## src/design/fip_pkg.sv

```systemverilog
// Shared types and constants for the framed id/result parser.
`default_nettype none

package fip_pkg;

  localparam int VALUE_WIDTH_DEF = 32;

  // Token queue between the framing front and the scan back.
  localparam int QUEUE_DEPTH = 4;
  localparam int QUEUE_AW    = $clog2(QUEUE_DEPTH);
  localparam int QUEUE_CW    = $clog2(QUEUE_DEPTH + 1);

  // Configuration register indexes.
  localparam int CFG_IDX_W = 2;
  localparam logic [CFG_IDX_W-1:0] REG_START_CHAR = 2'd0;
  localparam logic [CFG_IDX_W-1:0] REG_END_CHAR   = 2'd1;
  localparam logic [CFG_IDX_W-1:0] REG_SEP_CHAR   = 2'd2;
  localparam logic [CFG_IDX_W-1:0] REG_UNKNOWN    = 2'd3;

  localparam logic [7:0]  START_CHAR_RST = 8'd60;
  localparam logic [7:0]  END_CHAR_RST   = 8'd62;
  localparam logic [7:0]  SEP_CHAR_RST   = 8'd58;
  localparam logic [31:0] UNKNOWN_RST    = 32'hFFFF_FFFF;

  localparam logic [15:0] NO_SEP_ID = 16'h00FF;

  typedef struct packed {
    logic [7:0]         start_char;
    logic [7:0]         end_char;
    logic [7:0]         sep_char;
    logic signed [31:0] unknown_code;
  } cfg_t;

  typedef enum logic [2:0] {
    CLS_WS,
    CLS_PLUS,
    CLS_MINUS,
    CLS_DIGIT,
    CLS_OTHER
  } chr_cls_e;

  typedef enum logic [1:0] {
    TK_ID_CHAR,
    TK_VAL_CHAR,
    TK_END
  } tok_kind_e;

  typedef struct packed {
    tok_kind_e  kind;
    chr_cls_e   cls;
    logic [3:0] digit;
    logic       has_sep;
  } tok_t;

endpackage

`default_nettype wire

```

## src/design/framed_id_result_parser.sv

```systemverilog
// Top level of the framed id/result parser: config registers, front, queue, back.
//
// Usage notes:
//  - rx channel (rx_valid_i / rx_stall_o / rx_byte_i): one received byte per
//    transfer. Bytes outside a frame other than the start char are dropped.
//  - resp channel (resp_valid_o / resp_stall_i): one transfer per end char,
//    carrying response_id_o, response_value_o and no_separator_o.
//  - Config: cfg_we_i writes cfg_data_i into register cfg_index_i
//    (0 start char, 1 end char, 2 separator char, 3 unknown-command code).
//    Write only while the block is idle.
//  - Throughput: one byte per cycle while rx_stall_o is low. The front
//    classifies a byte in its accept cycle; the back runs one multiply-by-ten
//    accumulate per cycle on the queue head token, unless a held result blocks it.
//  - Output path: an end char transferred in is written into the queue, and
//    the back loads the output register from it once it reaches the queue
//    head and the output register is free; resp_valid_o is that register.
//  - Stall: a held result stops the back only once an end token reaches the
//    queue head; tokens ahead of it keep draining, tokens behind it wait.
//    Once the 4-entry token queue fills, rx_stall_o goes high.
//  - Reset: config returns to '<', '>', ':' and -1; the block waits for a
//    start char with an empty queue and no result pending.
`default_nettype none

module framed_id_result_parser
  import fip_pkg::*;
#(
  parameter int VALUE_WIDTH = VALUE_WIDTH_DEF
) (
  input  wire logic                 clk_i,
  input  wire logic                 rst_ni,
  input  wire logic                 cfg_we_i,
  input  wire logic [CFG_IDX_W-1:0] cfg_index_i,
  input  wire logic [31:0]          cfg_data_i,
  input  wire logic                 rx_valid_i,
  output logic                      rx_stall_o,
  input  wire logic [7:0]           rx_byte_i,
  output logic                      resp_valid_o,
  input  wire logic                 resp_stall_i,
  output logic [15:0]               response_id_o,
  output logic signed [31:0]        response_value_o,
  output logic                      no_separator_o
);

  cfg_t cfg_q;
  logic q_push, q_pop, q_empty, q_full;
  tok_t q_in_tok, q_head_tok;

  // Config register file, write-only.
  always_ff @(posedge clk_i or negedge rst_ni) begin
    if (!rst_ni) begin
      cfg_q.start_char   <= START_CHAR_RST;
      cfg_q.end_char     <= END_CHAR_RST;
      cfg_q.sep_char     <= SEP_CHAR_RST;
      cfg_q.unknown_code <= UNKNOWN_RST;
    end else if (cfg_we_i) begin
      unique case (cfg_index_i)
        REG_START_CHAR: cfg_q.start_char   <= cfg_data_i[7:0];
        REG_END_CHAR:   cfg_q.end_char     <= cfg_data_i[7:0];
        REG_SEP_CHAR:   cfg_q.sep_char     <= cfg_data_i[7:0];
        REG_UNKNOWN:    cfg_q.unknown_code <= cfg_data_i;
        default: ;
      endcase
    end
  end

  // Front: framing and byte classification.
  fip_front u_front (
    .clk_i      (clk_i),
    .rst_ni     (rst_ni),
    .cfg_i      (cfg_q),
    .rx_valid_i (rx_valid_i),
    .rx_stall_o (rx_stall_o),
    .rx_byte_i  (rx_byte_i),
    .q_full_i   (q_full),
    .q_push_o   (q_push),
    .q_tok_o    (q_in_tok)
  );

  // Token queue: lets a stalled result hold back the back end until the queue fills.
  fip_queue u_queue (
    .clk_i      (clk_i),
    .rst_ni     (rst_ni),
    .push_i     (q_push),
    .push_tok_i (q_in_tok),
    .pop_i      (q_pop),
    .head_tok_o (q_head_tok),
    .empty_o    (q_empty),
    .full_o     (q_full)
  );

  // Back: id/value scanners and the result register.
  fip_back #(
    .VALUE_WIDTH (VALUE_WIDTH)
  ) u_back (
    .clk_i            (clk_i),
    .rst_ni           (rst_ni),
    .unknown_code_i   (cfg_q.unknown_code),
    .head_tok_i       (q_head_tok),
    .empty_i          (q_empty),
    .pop_o            (q_pop),
    .resp_valid_o     (resp_valid_o),
    .resp_stall_i     (resp_stall_i),
    .response_id_o    (response_id_o),
    .response_value_o (response_value_o),
    .no_separator_o   (no_separator_o)
  );

endmodule

`default_nettype wire

```

## src/design/fip_front.sv

```systemverilog
// Framing front: tracks frame/separator state, classifies body bytes into tokens.
`default_nettype none

module fip_front
  import fip_pkg::*;
(
  input  wire logic       clk_i,
  input  wire logic       rst_ni,
  input  wire cfg_t       cfg_i,
  input  wire logic       rx_valid_i,
  output logic            rx_stall_o,
  input  wire logic [7:0] rx_byte_i,
  input  wire logic       q_full_i,
  output logic            q_push_o,
  output tok_t            q_tok_o
);

  logic     in_frame_q, in_frame_d;
  logic     past_sep_q, past_sep_d;
  logic     accept;
  chr_cls_e cls;

  assign rx_stall_o = q_full_i;
  assign accept     = rx_valid_i && !q_full_i;

  always_comb begin
    if (rx_byte_i == 8'd32 || (rx_byte_i >= 8'd9 && rx_byte_i <= 8'd13)) begin
      cls = CLS_WS;
    end else if (rx_byte_i == 8'h2B) begin
      cls = CLS_PLUS;
    end else if (rx_byte_i == 8'h2D) begin
      cls = CLS_MINUS;
    end else if (rx_byte_i >= 8'h30 && rx_byte_i <= 8'h39) begin
      cls = CLS_DIGIT;
    end else begin
      cls = CLS_OTHER;
    end
  end

  always_comb begin
    in_frame_d       = in_frame_q;
    past_sep_d       = past_sep_q;
    q_push_o         = 1'b0;
    q_tok_o.kind     = past_sep_q ? TK_VAL_CHAR : TK_ID_CHAR;
    q_tok_o.cls      = cls;
    q_tok_o.digit    = rx_byte_i[3:0];
    q_tok_o.has_sep  = past_sep_q;
    if (accept) begin
      if (!in_frame_q) begin
        if (rx_byte_i == cfg_i.start_char) begin
          in_frame_d = 1'b1;
          past_sep_d = 1'b0;
        end
      end else if (rx_byte_i == cfg_i.end_char) begin
        // end char wins over separator when both match
        q_push_o     = 1'b1;
        q_tok_o.kind = TK_END;
        in_frame_d   = 1'b0;
        past_sep_d   = 1'b0;
      end else if (!past_sep_q && rx_byte_i == cfg_i.sep_char) begin
        past_sep_d = 1'b1;
      end else begin
        q_push_o = 1'b1;
      end
    end
  end

  always_ff @(posedge clk_i or negedge rst_ni) begin
    if (!rst_ni) begin
      in_frame_q <= 1'b0;
      past_sep_q <= 1'b0;
    end else begin
      in_frame_q <= in_frame_d;
      past_sep_q <= past_sep_d;
    end
  end

endmodule

`default_nettype wire

```

## src/design/fip_queue.sv

```systemverilog
// Small token FIFO decoupling the front from the back.
`default_nettype none

module fip_queue
  import fip_pkg::*;
(
  input  wire logic clk_i,
  input  wire logic rst_ni,
  input  wire logic push_i,
  input  wire tok_t push_tok_i,
  input  wire logic pop_i,
  output tok_t      head_tok_o,
  output logic      empty_o,
  output logic      full_o
);

  tok_t                mem_q [QUEUE_DEPTH];
  logic [QUEUE_AW-1:0] wr_ptr_q, rd_ptr_q;
  logic [QUEUE_CW-1:0] count_q;
  logic                do_pop;

  assign empty_o    = (count_q == '0);
  assign full_o     = (count_q == QUEUE_CW'(QUEUE_DEPTH));
  assign head_tok_o = mem_q[rd_ptr_q];
  assign do_pop     = pop_i && !empty_o;

  always_ff @(posedge clk_i) begin
    if (push_i) begin
      mem_q[wr_ptr_q] <= push_tok_i;
    end
  end

  always_ff @(posedge clk_i or negedge rst_ni) begin
    if (!rst_ni) begin
      wr_ptr_q <= '0;
      rd_ptr_q <= '0;
      count_q  <= '0;
    end else begin
      if (push_i) begin
        wr_ptr_q <= wr_ptr_q + 1'b1;
      end
      if (do_pop) begin
        rd_ptr_q <= rd_ptr_q + 1'b1;
      end
      if (push_i && !do_pop) begin
        count_q <= count_q + 1'b1;
      end else if (do_pop && !push_i) begin
        count_q <= count_q - 1'b1;
      end
    end
  end

endmodule

`default_nettype wire

```

## src/design/fip_back.sv

```systemverilog
// Scan back: atoi-style id/value scanners and the result output register.
`default_nettype none

module fip_back
  import fip_pkg::*;
#(
  parameter int VALUE_WIDTH = VALUE_WIDTH_DEF
) (
  input  wire logic         clk_i,
  input  wire logic         rst_ni,
  input  wire logic signed [31:0] unknown_code_i,
  input  wire tok_t         head_tok_i,
  input  wire logic         empty_i,
  output logic              pop_o,
  output logic              resp_valid_o,
  input  wire logic         resp_stall_i,
  output logic [15:0]       response_id_o,
  output logic signed [31:0] response_value_o,
  output logic              no_separator_o
);

  typedef enum logic [1:0] {
    PH_SKIP,
    PH_DIGITS,
    PH_STOP
  } scan_ph_e;

  scan_ph_e               id_ph_q, id_ph_d, val_ph_q, val_ph_d;
  logic                   id_neg_q, id_neg_d, val_neg_q, val_neg_d;
  logic [15:0]            id_acc_q, id_acc_d;
  logic [VALUE_WIDTH-1:0] val_acc_q, val_acc_d;
  logic                   out_valid_q, out_valid_d;
  logic [15:0]            out_id_q, out_id_d;
  logic [31:0]            out_val_q, out_val_d;
  logic                   out_nosep_q, out_nosep_d;

  scan_ph_e               ph_cur, ph_nxt;
  logic                   take_digit, take_sign;
  logic [VALUE_WIDTH-1:0] val_signed;
  logic [63:0]            val_ext;
  logic                   is_end;

  assign is_end = (head_tok_i.kind == TK_END);
  // Only an end token waits for the output register.
  assign pop_o  = !empty_i && (!is_end || !out_valid_q || !resp_stall_i);

  // One shared scanner step, applied to whichever side the token targets.
  always_comb begin
    ph_cur     = (head_tok_i.kind == TK_VAL_CHAR) ? val_ph_q : id_ph_q;
    ph_nxt     = ph_cur;
    take_digit = 1'b0;
    take_sign  = 1'b0;
    unique case (ph_cur)
      PH_SKIP: begin
        unique case (head_tok_i.cls)
          CLS_WS:    ph_nxt = PH_SKIP;
          CLS_PLUS,
          CLS_MINUS: begin
            ph_nxt    = PH_DIGITS;
            take_sign = 1'b1;
          end
          CLS_DIGIT: begin
            ph_nxt     = PH_DIGITS;
            take_digit = 1'b1;
          end
          default:   ph_nxt = PH_STOP;
        endcase
      end
      PH_DIGITS: begin
        if (head_tok_i.cls == CLS_DIGIT) begin
          take_digit = 1'b1;
        end else begin
          ph_nxt = PH_STOP;
        end
      end
      default: ph_nxt = PH_STOP;
    endcase
  end

  always_comb begin
    val_signed = val_neg_q ? (~val_acc_q + 1'b1) : val_acc_q;
    val_ext    = 64'(val_signed);
  end

  always_comb begin
    id_ph_d     = id_ph_q;
    id_neg_d    = id_neg_q;
    id_acc_d    = id_acc_q;
    val_ph_d    = val_ph_q;
    val_neg_d   = val_neg_q;
    val_acc_d   = val_acc_q;
    out_id_d    = out_id_q;
    out_val_d   = out_val_q;
    out_nosep_d = out_nosep_q;
    out_valid_d = out_valid_q && resp_stall_i;
    if (pop_o) begin
      unique case (head_tok_i.kind)
        TK_ID_CHAR: begin
          id_ph_d = ph_nxt;
          if (take_sign) begin
            id_neg_d = (head_tok_i.cls == CLS_MINUS);
          end
          if (take_digit) begin
            id_acc_d = (id_acc_q << 3) + (id_acc_q << 1) + {12'd0, head_tok_i.digit};
          end
        end
        TK_VAL_CHAR: begin
          val_ph_d = ph_nxt;
          if (take_sign) begin
            val_neg_d = (head_tok_i.cls == CLS_MINUS);
          end
          if (take_digit) begin
            val_acc_d = (val_acc_q << 3) + (val_acc_q << 1)
                      + {{(VALUE_WIDTH-4){1'b0}}, head_tok_i.digit};
          end
        end
        TK_END: begin
          out_valid_d = 1'b1;
          if (head_tok_i.has_sep) begin
            out_id_d    = id_neg_q ? (~id_acc_q + 1'b1) : id_acc_q;
            out_val_d   = val_ext[31:0];
            out_nosep_d = 1'b0;
          end else begin
            out_id_d    = NO_SEP_ID;
            out_val_d   = unknown_code_i;
            out_nosep_d = 1'b1;
          end
          id_ph_d   = PH_SKIP;
          id_neg_d  = 1'b0;
          id_acc_d  = '0;
          val_ph_d  = PH_SKIP;
          val_neg_d = 1'b0;
          val_acc_d = '0;
        end
        default: ;
      endcase
    end
  end

  always_ff @(posedge clk_i or negedge rst_ni) begin
    if (!rst_ni) begin
      id_ph_q     <= PH_SKIP;
      id_neg_q    <= 1'b0;
      id_acc_q    <= '0;
      val_ph_q    <= PH_SKIP;
      val_neg_q   <= 1'b0;
      val_acc_q   <= '0;
      out_valid_q <= 1'b0;
    end else begin
      id_ph_q     <= id_ph_d;
      id_neg_q    <= id_neg_d;
      id_acc_q    <= id_acc_d;
      val_ph_q    <= val_ph_d;
      val_neg_q   <= val_neg_d;
      val_acc_q   <= val_acc_d;
      out_valid_q <= out_valid_d;
    end
  end

  always_ff @(posedge clk_i) begin
    out_id_q    <= out_id_d;
    out_val_q   <= out_val_d;
    out_nosep_q <= out_nosep_d;
  end

  assign resp_valid_o     = out_valid_q;
  assign response_id_o    = out_id_q;
  assign response_value_o = out_val_q;
  assign no_separator_o   = out_nosep_q;

endmodule

`default_nettype wire

```

## config.mk

```make
export PLATFORM = sky130hd
export DESIGN_NAME = framed_id_result_parser
export DESIGN_NICKNAME = d
export VERILOG_FILES = /design/src/design/fip_pkg.sv /design/src/design/framed_id_result_parser.sv /design/src/design/fip_front.sv /design/src/design/fip_queue.sv /design/src/design/fip_back.sv
export SDC_FILE = /design/constraint.sdc
export NUM_CORES = 1
export LEC_CHECK = 0
export ABC_AREA = 0
export BUFFER_PORTS_ARGS = -buffer_cell sky130_fd_sc_hd__buf_2
export CORE_MARGIN = 10
export CORE_UTILIZATION = 55
export DETAILED_ROUTE_END_ITERATION = 16
export PLACE_DENSITY = 0.77
export SLEW_MARGIN = 25
export SYNTH_ARGS = -nofsm -noshare
export SYNTH_HDL_FRONTEND = slang
export SYNTH_SLANG_ARGS = --single-unit
```

## constraint.sdc

```tcl
create_clock -name clk_i -period 5.1 [get_ports clk_i]
set_input_delay 0.51 -clock clk_i [delete_from_list [all_inputs] [get_ports clk_i]]
set_output_delay 0.51 -clock clk_i [all_outputs]
set_load 0.005 [all_outputs]
```

---- After elaboration in Yosys (flattened, before gate mapping) ----
Memory sizes are Yosys's and may differ from the RTL's.
Index checks and enable logic that the tools add are counted.
storage, ports and cells
  flip-flop bits (word level) ............. 169
  bits in latches ......................... 0
  memory bits (writable) .................. 40
  ROM bits ................................ 0
  input bits .............................. 47
  output and inout port bits .............. 51
  logic and storage cells ................. 147
  memories kept ........................... 1
memories
  memory         words  bits a word  rd ports  clocked after Yosys merged registers in  write ports  line             source
  u_queue.mem_q  4      10           1         0                                        1            fip_queue.sv:17  tok_t mem_q [QUEUE_DEPTH];
operators by class
  add/sub/neg operators ................... 10
  multipliers ............................. 0
  div/mod/pow operators ................... 0
  order comparisons ....................... 4
  equal/unequal tests ..................... 21
  shifts and indexed selects .............. 0
  multiplexer cells ....................... 46
  bitwise gates (word level) .............. 2
  reductions and logical operators ........ 44
operator list
  operator                                                                             number
  32-bit 2-to-1 mux                                                                    3
  32-bit case mux with 2 select lines                                                  1
  32-bit by 1-bit adder with 32-bit output, second input constant                      1
  32-bit adder                                                                         1
  32-bit by 4-bit adder with 32-bit output                                             1
  16-bit 2-to-1 mux                                                                    2
  32-bit NOT                                                                           1
  16-bit case mux with 2 select lines                                                  1
  8-bit by 6-bit == test with 1-bit output, second input constant                      3
  8-bit == test                                                                        3
  1-bit 2-to-1 mux                                                                     22
  3-bit 2-to-1 mux                                                                     6
  16-bit by 1-bit adder with 16-bit output, second input constant                      1
  16-bit adder                                                                         1
  16-bit by 4-bit adder with 16-bit output                                             1
  16-bit NOT                                                                           1
  2-bit case mux with 2 select lines                                                   4
  3-bit AND reduction                                                                  5
  2-bit AND reduction                                                                  7
  2-bit 2-to-1 mux                                                                     5
  1-bit logical AND                                                                    9
  8-bit by 4-bit greater-or-equal comparator with 1-bit output, second input constant  1
  8-bit by 6-bit greater-or-equal comparator with 1-bit output, second input constant  1
  8-bit by 4-bit less-or-equal comparator with 1-bit output, second input constant     1
  other kinds (19)                                                                     45

---- Longest topological paths before layout ----
Gate-level depths: netlist of the first run.
  depth in word-level cells ............... 10
  gate-level depth with buffers ........... 14

---- By module ----
From an unflattened synthesis of the first run, not the netlist that was laid out.
second synthesis, totals
  cell total of the unflattened synthesis .. 1121
  area total of the unflattened synthesis .. 12453.2 um^2
by module, submodules not included
  module                   times used  cells each  area an instance (um^2)  sequential area each (um^2)
  fip_back                 1           837         7788.7                   2847.7
  framed_id_result_parser  1           119         2142.1                   1457.6
  fip_queue                1           86          1846.8                   1376.3
  fip_front                1           79          675.6                    50.0

---- Least setup slack after synthesis of the first run ----
No wires, ideal clock.
  path kind ............................... register to register
  start ................................... reg u_queue.rd_ptr_q[0]
  end ..................................... reg u_back.out_nosep_q, in the netlist u_back.no_separator_o (enable)
  library setup time ...................... 457 ps
  arrival time ............................ 4474 ps
  path slack .............................. 168 ps
  stages on the path, launching flop included .. 7
  clock period less this slack ............ 4932 ps
  cell sequence ........................... dfrtp_1 -> buf_1 -> mux4_2 -> ha_1 -> a31oi_2 -> clkinv_1 -> nor2_1
between the ends
  longest elaborated chain between the ends .. 7
RTL lines
  what                                      line                            source
  from (decl)                               fip_queue.sv:18                 logic [QUEUE_AW-1:0] wr_ptr_q, rd_ptr_q;
  from (signal assigned)                    fip_queue.sv:43                 rd_ptr_q <= rd_ptr_q + 1'b1;
  memory read 4 x 10 bit (*)                --
  2-bit == test (*)                         fip_back.sv:43, fip_back.sv:97
  1-bit zero test                           fip_back.sv:45                  assign pop_o = !empty_i && (!is_end || !out_valid_q || !resp_stall_i);
  1-bit logical OR (2 in a row)             fip_back.sv:45
  1-bit logical AND                         fip_back.sv:45
  2-bit AND reduction (no source line) (*)  --
  to (signal assigned)                      fip_back.sv:163                 out_nosep_q <= out_nosep_d;
  to (decl)                                 fip_back.sv:35                  logic out_nosep_q, out_nosep_d;
Every way passes the cells marked *; elsewhere a longest branch is shown, timed or not.
A chain may end at the register's enable or synchronous reset.

---- Final worst setup path of the first run ----
  start ................................... reg u_queue.rd_ptr_q[0]
  end ..................................... reg u_back.val_acc_q[30]
between the ends
  longest elaborated chain between the ends .. 8
RTL lines
  what                                                                              line             source
  memory read 4 x 10 bit (*)                                                        --
  branches (longest 7 deep; another with 32-bit by 4-bit adder with 32-bit output)  --
  to (signal assigned)                                                              fip_back.sv:155  val_acc_q <= val_acc_d;
  to (decl)                                                                         fip_back.sv:31   logic [VALUE_WIDTH-1:0] val_acc_q, val_acc_d;
Mark *: on every way between the ends. The select of a mux whose other input is x is not followed.

==> PnR_summary.wiki, run 1 <==
{| class="wikitable"
! Metric !! Value
|-
| Utilization after layout || 62.4%
|-
| Setup slack on the worst flop-to-flop path || 940 ps
|-
| Post-detailed-route wirelength per cell || 18.2 um
|-
| Startpoint types || flip-flop
|-
| Tightest Pin Transition || 999 ps
|-
| Pleak || 6.12 nW
|-
| Total power || 6.62 mW
|-
| Clock sink count || 209
|-
| GRT busiest layer || met2
|-
| Number of nets produced by synthesis || 1,238
|-
| Ant. Diodes || 0
|-
| Final worst clock skew || 16.1 ps
|-
| Post-Syn Area || 0.0122 mm2
|-
| Share of post-route cells with drive strength above 1 || 22.4%
|-
| Detailed-route DRC error count || 0
|-
| Clock insertion delay at the later pin of the skew report || 510 ps
|-
| Minimum setup slack after placement || 985 ps
|-
| Die outline height || 169 um
|-
| Post-Syn Instances || 1,092
|-
| Critical path type || flip-flop to flip-flop
|-
| Cell family contributing the most delay on the critical path || compound AO/OA/AOI/OAI gates
|-
| Final net count || 1,320
|-
| Met3 track demand over resource || 3.91%
|-
| Xor-xnor portion of the synthesized cell area || 8.28%
|-
| Clock buffers created by TritonCTS || 23
|-
| Yosys cell types || 64
|-
| Remaining Overflow, GRT || 0
|-
| Global routing met2 resource utilization || 31.5%
|-
| GPL Wtd Cong || 0.910
|-
| Number of buffers inserted to repair setup after CTS || 0
|-
| Cells traversed along the worst timing path || mux4_2 -> ha_1 -> ha_1 -> fa_1 -> a21oi_1 -> o22a_1 -> o22ai_1 -> nand2b_1 -> o31a_1 -> a41oi_1 -> xnor2_1 -> a22o_1
|-
| Clock tree from TritonCTS || yes
|-
| Maximum buffer depth of the clock tree || 3
|-
| Via-per-instance ratio || 5.84
|-
| Pwr dens || 487 mW/mm2
|-
| GRT Overall Usage || 18.4%
|-
| Critical Path End Type || flip-flop
|-
| Buffers on Ports || 97
|-
| I/O pins || 98
|-
| Sum of net half-perimeters after detailed placement || 19,100 um
|-
| Hold bufs inserted after CTS || 0
|-
| Total of warnings raised by yosys || 0
|-
| Per-instance average area after synthesis || 11.1 um2
|-
| Count of antenna-violating nets left after detailed routing || 0
|-
| Adder-cell share of the synthesized area || 10.5%
|-
| Largest net degree at the start of global routing || 74
|-
| Count of pins over their slew limit || 0
|-
| Clock-pin slew on the worst setup and hold paths || 60 ps
|-
| Post-cts sizing count || 0
|-
| Die X-Extent || 169 um
|-
| Clock tree root driver cell || clkbuf_16
|-
| Worst slew margin relative to its limit || 33.3%
|-
| Type of the tightest min-delay check || input port to async pin
|-
| Setup-violating endpoint count in the final report || 0
|-
| Peak fanout along the critical path || 13
|-
| Main synth FF type || edfxtp_1
|-
| Proportion of synthesized flip-flops having asynchronous set or reset || 57.4%
|-
| Number of maximum-capacitance constraint violations || 0
|-
| Number of vias in the routed layout || 8,586
|-
| Share of the yosys chip area belonging to registers || 47.1%
|-
| Overall die area || 0.0285 mm2
|-
| Met1 track demand over resource || 23.2%
|-
| Worst supply voltage drop on vdd || 0.268 mV
|-
| Largest family of logic cells by synthesized area || compound AO/OA/AOI/OAI gates
|-
| Maximum level of the CTS H-tree || 1
|-
| Initial detailed-routing violation count || 540
|-
| Number of global-route vias before repair || 8,784
|-
| Core footprint || 0.0218 mm2
|-
| Setup repair after global routing missed its margin || false
|-
| Global-route wire length before repair || 44,300 um
|-
| Total negative setup slack || 0 ps
|-
| Number of core rows || 54
|-
| Final min period || 4160 ps
|-
| Required @ worst endpoint || 5480 ps
|-
| Router iterations before antenna repair || 6
|-
| Critical path buffers and inverters || 0
|-
| Flip-flop and latch count after synthesis || 209
|-
| Multiplexer share of the synthesized area || 7.91%
|-
| Number of filler cells placed in the layout || 1,740
|-
| Count of final hold-check violations || 0
|-
| Share of synthesized cell area in and, or, nand and nor gates || 9.87%
|-
| Post-route clock period utilization || 81.7%
|-
| Most frequent CP cell || ha_1
|-
| Critical Path Slowest Stage Cell || dfrtp_1
|-
| Slowest cell delay on critical path || 780 ps
|-
| Most frequent cells in the layout || 113 x nand2_1, 96 x buf_2, 94 x ha_1
|-
| Leading cell type in the layout, fill and taps excluded || nand2_1
|-
| Area Growth Syn to Fin || 11.7%
|-
| FMAX || 240 MHz
|-
| Initial Utilization || 55.9%
|-
| Initial antenna violation count || 1
|-
| Status || finished clean
|-
| DRT Wirelength || 26,800 um
|-
| Worst Path Arrival || 4550 ps
|-
| Worst setup slack after layout || 936 ps
|-
| Compound-cell area share of the yosys netlist || 13.7%
|-
| Number of enable flip-flop cells after synthesis || 89
|}
==> worst paths after layout <==
check,from,end,cells past startpoint
min reg2reg,u_back.id_ph_q[0],u_back.id_ph_q[0],1
max in group asynchronous,rst_ni,u_queue.count_q[2],2
max reg2reg,u_queue.rd_ptr_q[0],u_back.val_acc_q[30],12
max,u_queue.rd_ptr_q[0],u_back.val_acc_q[30],12
min,rst_ni,u_back.val_acc_q[18],1
min in group clk_i,cfg_data_i[30],cfg_q[30],2
==> worst register-to-register path, delay by kind of cell, from the launching register on <==
| family | cells | cell delay, ps |
|---|---|---|
| XOR/XNOR | 1 | 90 |
| AND/OR/NAND/NOR | 1 | 210 |
| multiplexers | 1 | 650 |
| AO/OA/AOI/OAI | 6 | 1370 |
| flip-flops | 1 | 780 |
| adder cells (fa/ha/maj) | 3 | 950 |
==> cell type report <==
type                    count  area [um2]  area share, %
inverters                  35         133          0.977
flip-flops and latches    209        5730           42.2
well taps                 280         350           2.58
clock inverters            12        83.8          0.617
clock buffers              29         598           4.40
repair buffers            105         561           4.13
multi-input cells         800        6120           45.1
==> Yosys cell counts (3+ instances only) <==
cell	instances	area (um2)
o21a_1	6	45.0
o211ai_1	5	37.5
clkbuf_1	39	146
and2_1	7	43.8
buf_1	4	15.0
nand3_1	17	85.1
or3_1	7	43.8
buf_2	4	20.0
nor2_1	43	161
nor3b_1	4	30.0
nand3b_1	3	22.5
o41ai_1	6	52.6
a31oi_1	6	37.5
fa_1	5	100
nor3_1	12	60.1
mux2i_1	5	50.1
nand4_1	10	62.6
or4_1	3	22.5
edfxtp_1	89	2670
a21o_1	10	75.1
a22o_1	31	272
nor2b_1	12	75.1
xor2_1	71	622
o21ai_0	83	415
o31ai_1	22	165
xnor2_1	44	385
nand2_1	113	424
inv_1	33	124
dfstp_2	45	1180
nor4_1	7	43.8
mux4_2	9	203
a21oi_1	56	280
a41oi_1	3	26.3
o21bai_1	7	52.6
nand2b_1	5	31.3
dfrtp_1	75	1880
mux2_2	63	709
and3_1	4	25.0
ha_1	94	1180
==> power breakdown <==
part	switching (mW)	internal, mW
Clock	0.654	0.877
Sequential	0.373	2.24
Combinational	1.44	1.03
Total	2.47	4.15
==> flip-flops by register name, summed over array words and instances (netlist names) <==
signal,flops
u_front.past_sep_q,1
u_queue.mem_q,40
u_queue.wr_ptr_q,2
u_back.response_id_o,16
u_front.in_frame_q,1
u_back.id_acc_q,16
u_back.val_ph_q,2
u_back.val_acc_q,32
u_back.resp_valid_o,1
u_back.val_neg_q,1
u_back.response_value_o,32
u_queue.count_q,3
u_back.id_ph_q,2
u_back.id_neg_q,1
cfg_q,56
u_back.no_separator_o,1
u_queue.rd_ptr_q,2
==> metrics by stage <==
stage | area [um2] | instances | hold slack (ps)
floorplan | 12200 | 1092 | 214
global route | 13600 | 1470 | 71.2
detailed placement | 12900 | 1429 | 495
global placement | 12900 | 1429 | 470
finish | 13600 | 1470 | 36.9
CTS | 13600 | 1470 | 51.0
==> cells by family after synthesis <==
family	after synthesis
simple gates	255
compound gates	254
flops	209
xor+xnor	115
fa+ha+maj	99
buf+inv	83
mux	77
==> per-layer routing <==
layer  part of all wire (%)  vias to the layer above
met3                    6.1                       44
li1                       -                     4151
met4                    1.6                        2
met2                     48                      245
met5                  0.067                        -
met1                     44                     4144
(Power assumes the default switching activity.)
==> run 2: changes to the inputs <==
Settings changed: CORE_UTILIZATION 55 to 60, PLACE_DENSITY 0.77 to 0.8.
Clock period 5.1 ns to 4.2 ns, I/O delays scaled along.
==> run 2 against run 1 <==
Sequential power up 19%. Final area is 0.67% higher. Fmax is 12% higher. Routed wire length down 2.9%. Die area fell by 7.4%. Setup slack got worse by 440 ps. Largest cell class unchanged. Sequential share of layout area decreased by 0.28 points. Critical endpoint is now u_back.val_acc_q[25]. Final cell count decreased by 0.20%.
==> PnR_summary.wiki, run 2 (same netlist as run 1, synthesis figures left out) <==
{| class="wikitable"
! Metric !! Value
|-
| Via-per-instance ratio || 5.89
|-
| Setup slack on the worst flop-to-flop path || 490 ps
|-
| GRT Overall Usage || 20.0%
|-
| Terminus of the critical flop-to-flop path || u_back.val_acc_q[25]
|-
| Number of global-route vias before repair || 8,790
|-
| Maximum level of the CTS H-tree || 1
|-
| GPL Wtd Cong || 0.924
|-
| Remaining Overflow, GRT || 0
|-
| Clock insertion delay at the later pin of the skew report || 510 ps
|-
| Register with the most flip-flops || cfg_q
|-
| Final worst clock skew || 10.0 ps
|-
| Buffers on Ports || 97
|-
| Post-route clock period utilization || 88.3%
|-
| Maximum buffer depth of the clock tree || 3
|-
| Most frequent cells in the layout || 113 x nand2_1, 96 x buf_2, 94 x ha_1
|-
| Leading cell type in the layout, fill and taps excluded || nand2_1
|-
| Startpoint types || flip-flop
|-
| Worst hold path cell count || 2
|-
| Clock sink count || 209
|-
| Largest registers ranked by flip-flop count || cfg_q x56, u_queue.mem_q x40
|-
| Utilization after layout || 68.0%
|-
| Final min period || 3710 ps
|-
| Hold slack final || 136 ps
|-
| Setup-violating endpoint count in the final report || 0
|-
| Type of the tightest min-delay check || input port to flip-flop
|-
| Initial detailed-routing violation count || 537
|-
| Global-route wire length before repair || 44,100 um
|-
| Critical path type || flip-flop to flip-flop
|-
| Pwr dens || 597 mW/mm2
|-
| Final standard cell count with taps included and fillers excluded || 1,467
|-
| Number of core rows || 52
|-
| Detailed-route DRC error count || 0
|-
| Clock buffers created by TritonCTS || 23
|-
| Cells traversed along the worst timing path || mux4_2 -> inv_1 -> fa_1 -> inv_1 -> ha_1 -> a21oi_1 -> nor2_1 -> o21ai_1 -> a211oi_1 -> nor2b_1 -> nor2_1 -> a311o_1 -> a32o_1
|-
| Number of maximum-capacitance constraint violations || 0
|-
| Worst Path Arrival || 4110 ps
|-
| Peak fanout along the critical path || 6
|-
| DRT Wirelength || 26,000 um
|-
| Count of final hold-check violations || 0
|-
| Initial antenna violation count || 0
|-
| Die outline height || 162 um
|-
| Worst slew margin relative to its limit || 38.3%
|-
| Setup repair after global routing missed its margin || false
|-
| Largest net degree at the start of global routing || 48
|-
| Clock tree root driver cell || clkbuf_16
|-
| Tightest Pin Transition || 925 ps
|-
| Share of post-route cells with drive strength above 1 || 23.1%
|-
| Required @ worst endpoint || 4600 ps
|-
| Worst supply voltage drop on vdd || 0.342 mV
|-
| Ant. Diodes || 0
|-
| Critical Path Slowest Stage Cell || mux4_2
|-
| Die X-Extent || 162 um
|-
| Number of filler cells placed in the layout || 1,514
|-
| Count of antenna-violating nets left after detailed routing || 0
|-
| Number of vias in the routed layout || 8,646
|-
| Final net count || 1,327
|-
| Overall die area || 0.0264 mm2
|-
| Initial Utilization || 60.5%
|-
| Router iterations before antenna repair || 5
|-
| R2R cell count || 13
|-
| Clock-pin slew on the worst setup and hold paths || 60 ps
|-
| Critical Path End Type || flip-flop
|-
| Sum of net half-perimeters after detailed placement || 18,900 um
|-
| Status || finished clean
|-
| FMAX || 270 MHz
|-
| Max reg flops || 56
|-
| I/O pins || 98
|-
| Post-detailed-route wirelength per cell || 17.7 um
|-
| Count of pins over their slew limit || 0
|-
| Clock tree from TritonCTS || yes
|-
| Core footprint || 0.0201 mm2
|-
| Worst Hold End || cfg_q[9]
|-
| Slowest cell delay on critical path || 570 ps
|-
| Reg-to-Reg Start || u_queue.rd_ptr_q[0]
|-
| Number of cells after detailed placement || 1,425
|-
| Area Growth Syn to Fin || 12.5%
|-
| Hold path startpoint || cfg_data_i[9]
|-
| Pleak || 6.18 nW
|-
| Total negative setup slack || 0 ps
|}
==> run 2: how the worst max path moves through the flow <==
stage / start / cells after the start / endpoint / slack (ps)
detailed placement: u_queue.rd_ptr_q[0] / 13 / u_back.val_acc_q[31] / 520
global placement: u_queue.rd_ptr_q[0] / 12 / u_back.val_acc_q[30] / 570
CTS: u_queue.rd_ptr_q[0] / 13 / u_back.val_acc_q[31] / 490
floorplan: u_queue.rd_ptr_q[0] / 6 / u_back.no_separator_o / 100
finish: u_queue.rd_ptr_q[0] / 13 / u_back.val_acc_q[25] / 490
global route: u_queue.rd_ptr_q[0] / 13 / u_back.val_acc_q[31] / 210
==> run 2: metrics by stage <==
step	instance area (um2)	setup slack (ps)	power [mW]
global route	13700	211	8.74
CTS	13700	487	8.21
floorplan	12200	96.4	5.26
detailed placement	12900	516	6.20
global placement	12900	565	6.08
finish	13700	492	8.16
==> run 2: critical path, delay by kind of cell, from the launching register on <==
kind / cells / cell delay, ps
buffers and inverters: 2 / 240
and+or+nand+nor: 3 / 450
muxes: 1 / 570
AOI/OAI and AO/OA: 5 / 1180
adders and majority gates: 2 / 660
DFF: 1 / 500
==> run 2: cell type report <==
class / instances / area (um2) / share of cell area, %
clock buffer: 30 / 633 / 4.63
sequential: 209 / 5730 / 41.9
timing repair buffer: 112 / 603 / 4.41
tap: 270 / 338 / 2.47
inverter: 35 / 131 / 0.961
multi-input combinational: 800 / 6120 / 44.8
clock inverter: 11 / 111 / 0.814
==> run 2: per-layer routing <==
metal / track usage [%] / part of all wire (%)
met4: 4.76 / 2.1
met2: 34.0 / 48
met3: 3.41 / 5.1
met5: 0 / 0
met1: 26.1 / 44
==> run 2: timing repair <==
item / CTS / global route
resized for setup: 0 / 0
hold buffers: 1 / 0
hold endpoints to repair: 30 / 0
setup buffers: 0 / 0
==> run 2: report_power, final <==
group / switching [mW] / total, mW / internal, mW / leakage [nW]
clock: 0.818 / 2.00 / 1.18 / 0.360
sequential: 0.408 / 3.13 / 2.72 / 2.35
combinational: 1.76 / 3.02 / 1.27 / 3.47
total: 2.98 / 8.16 / 5.18 / 6.18
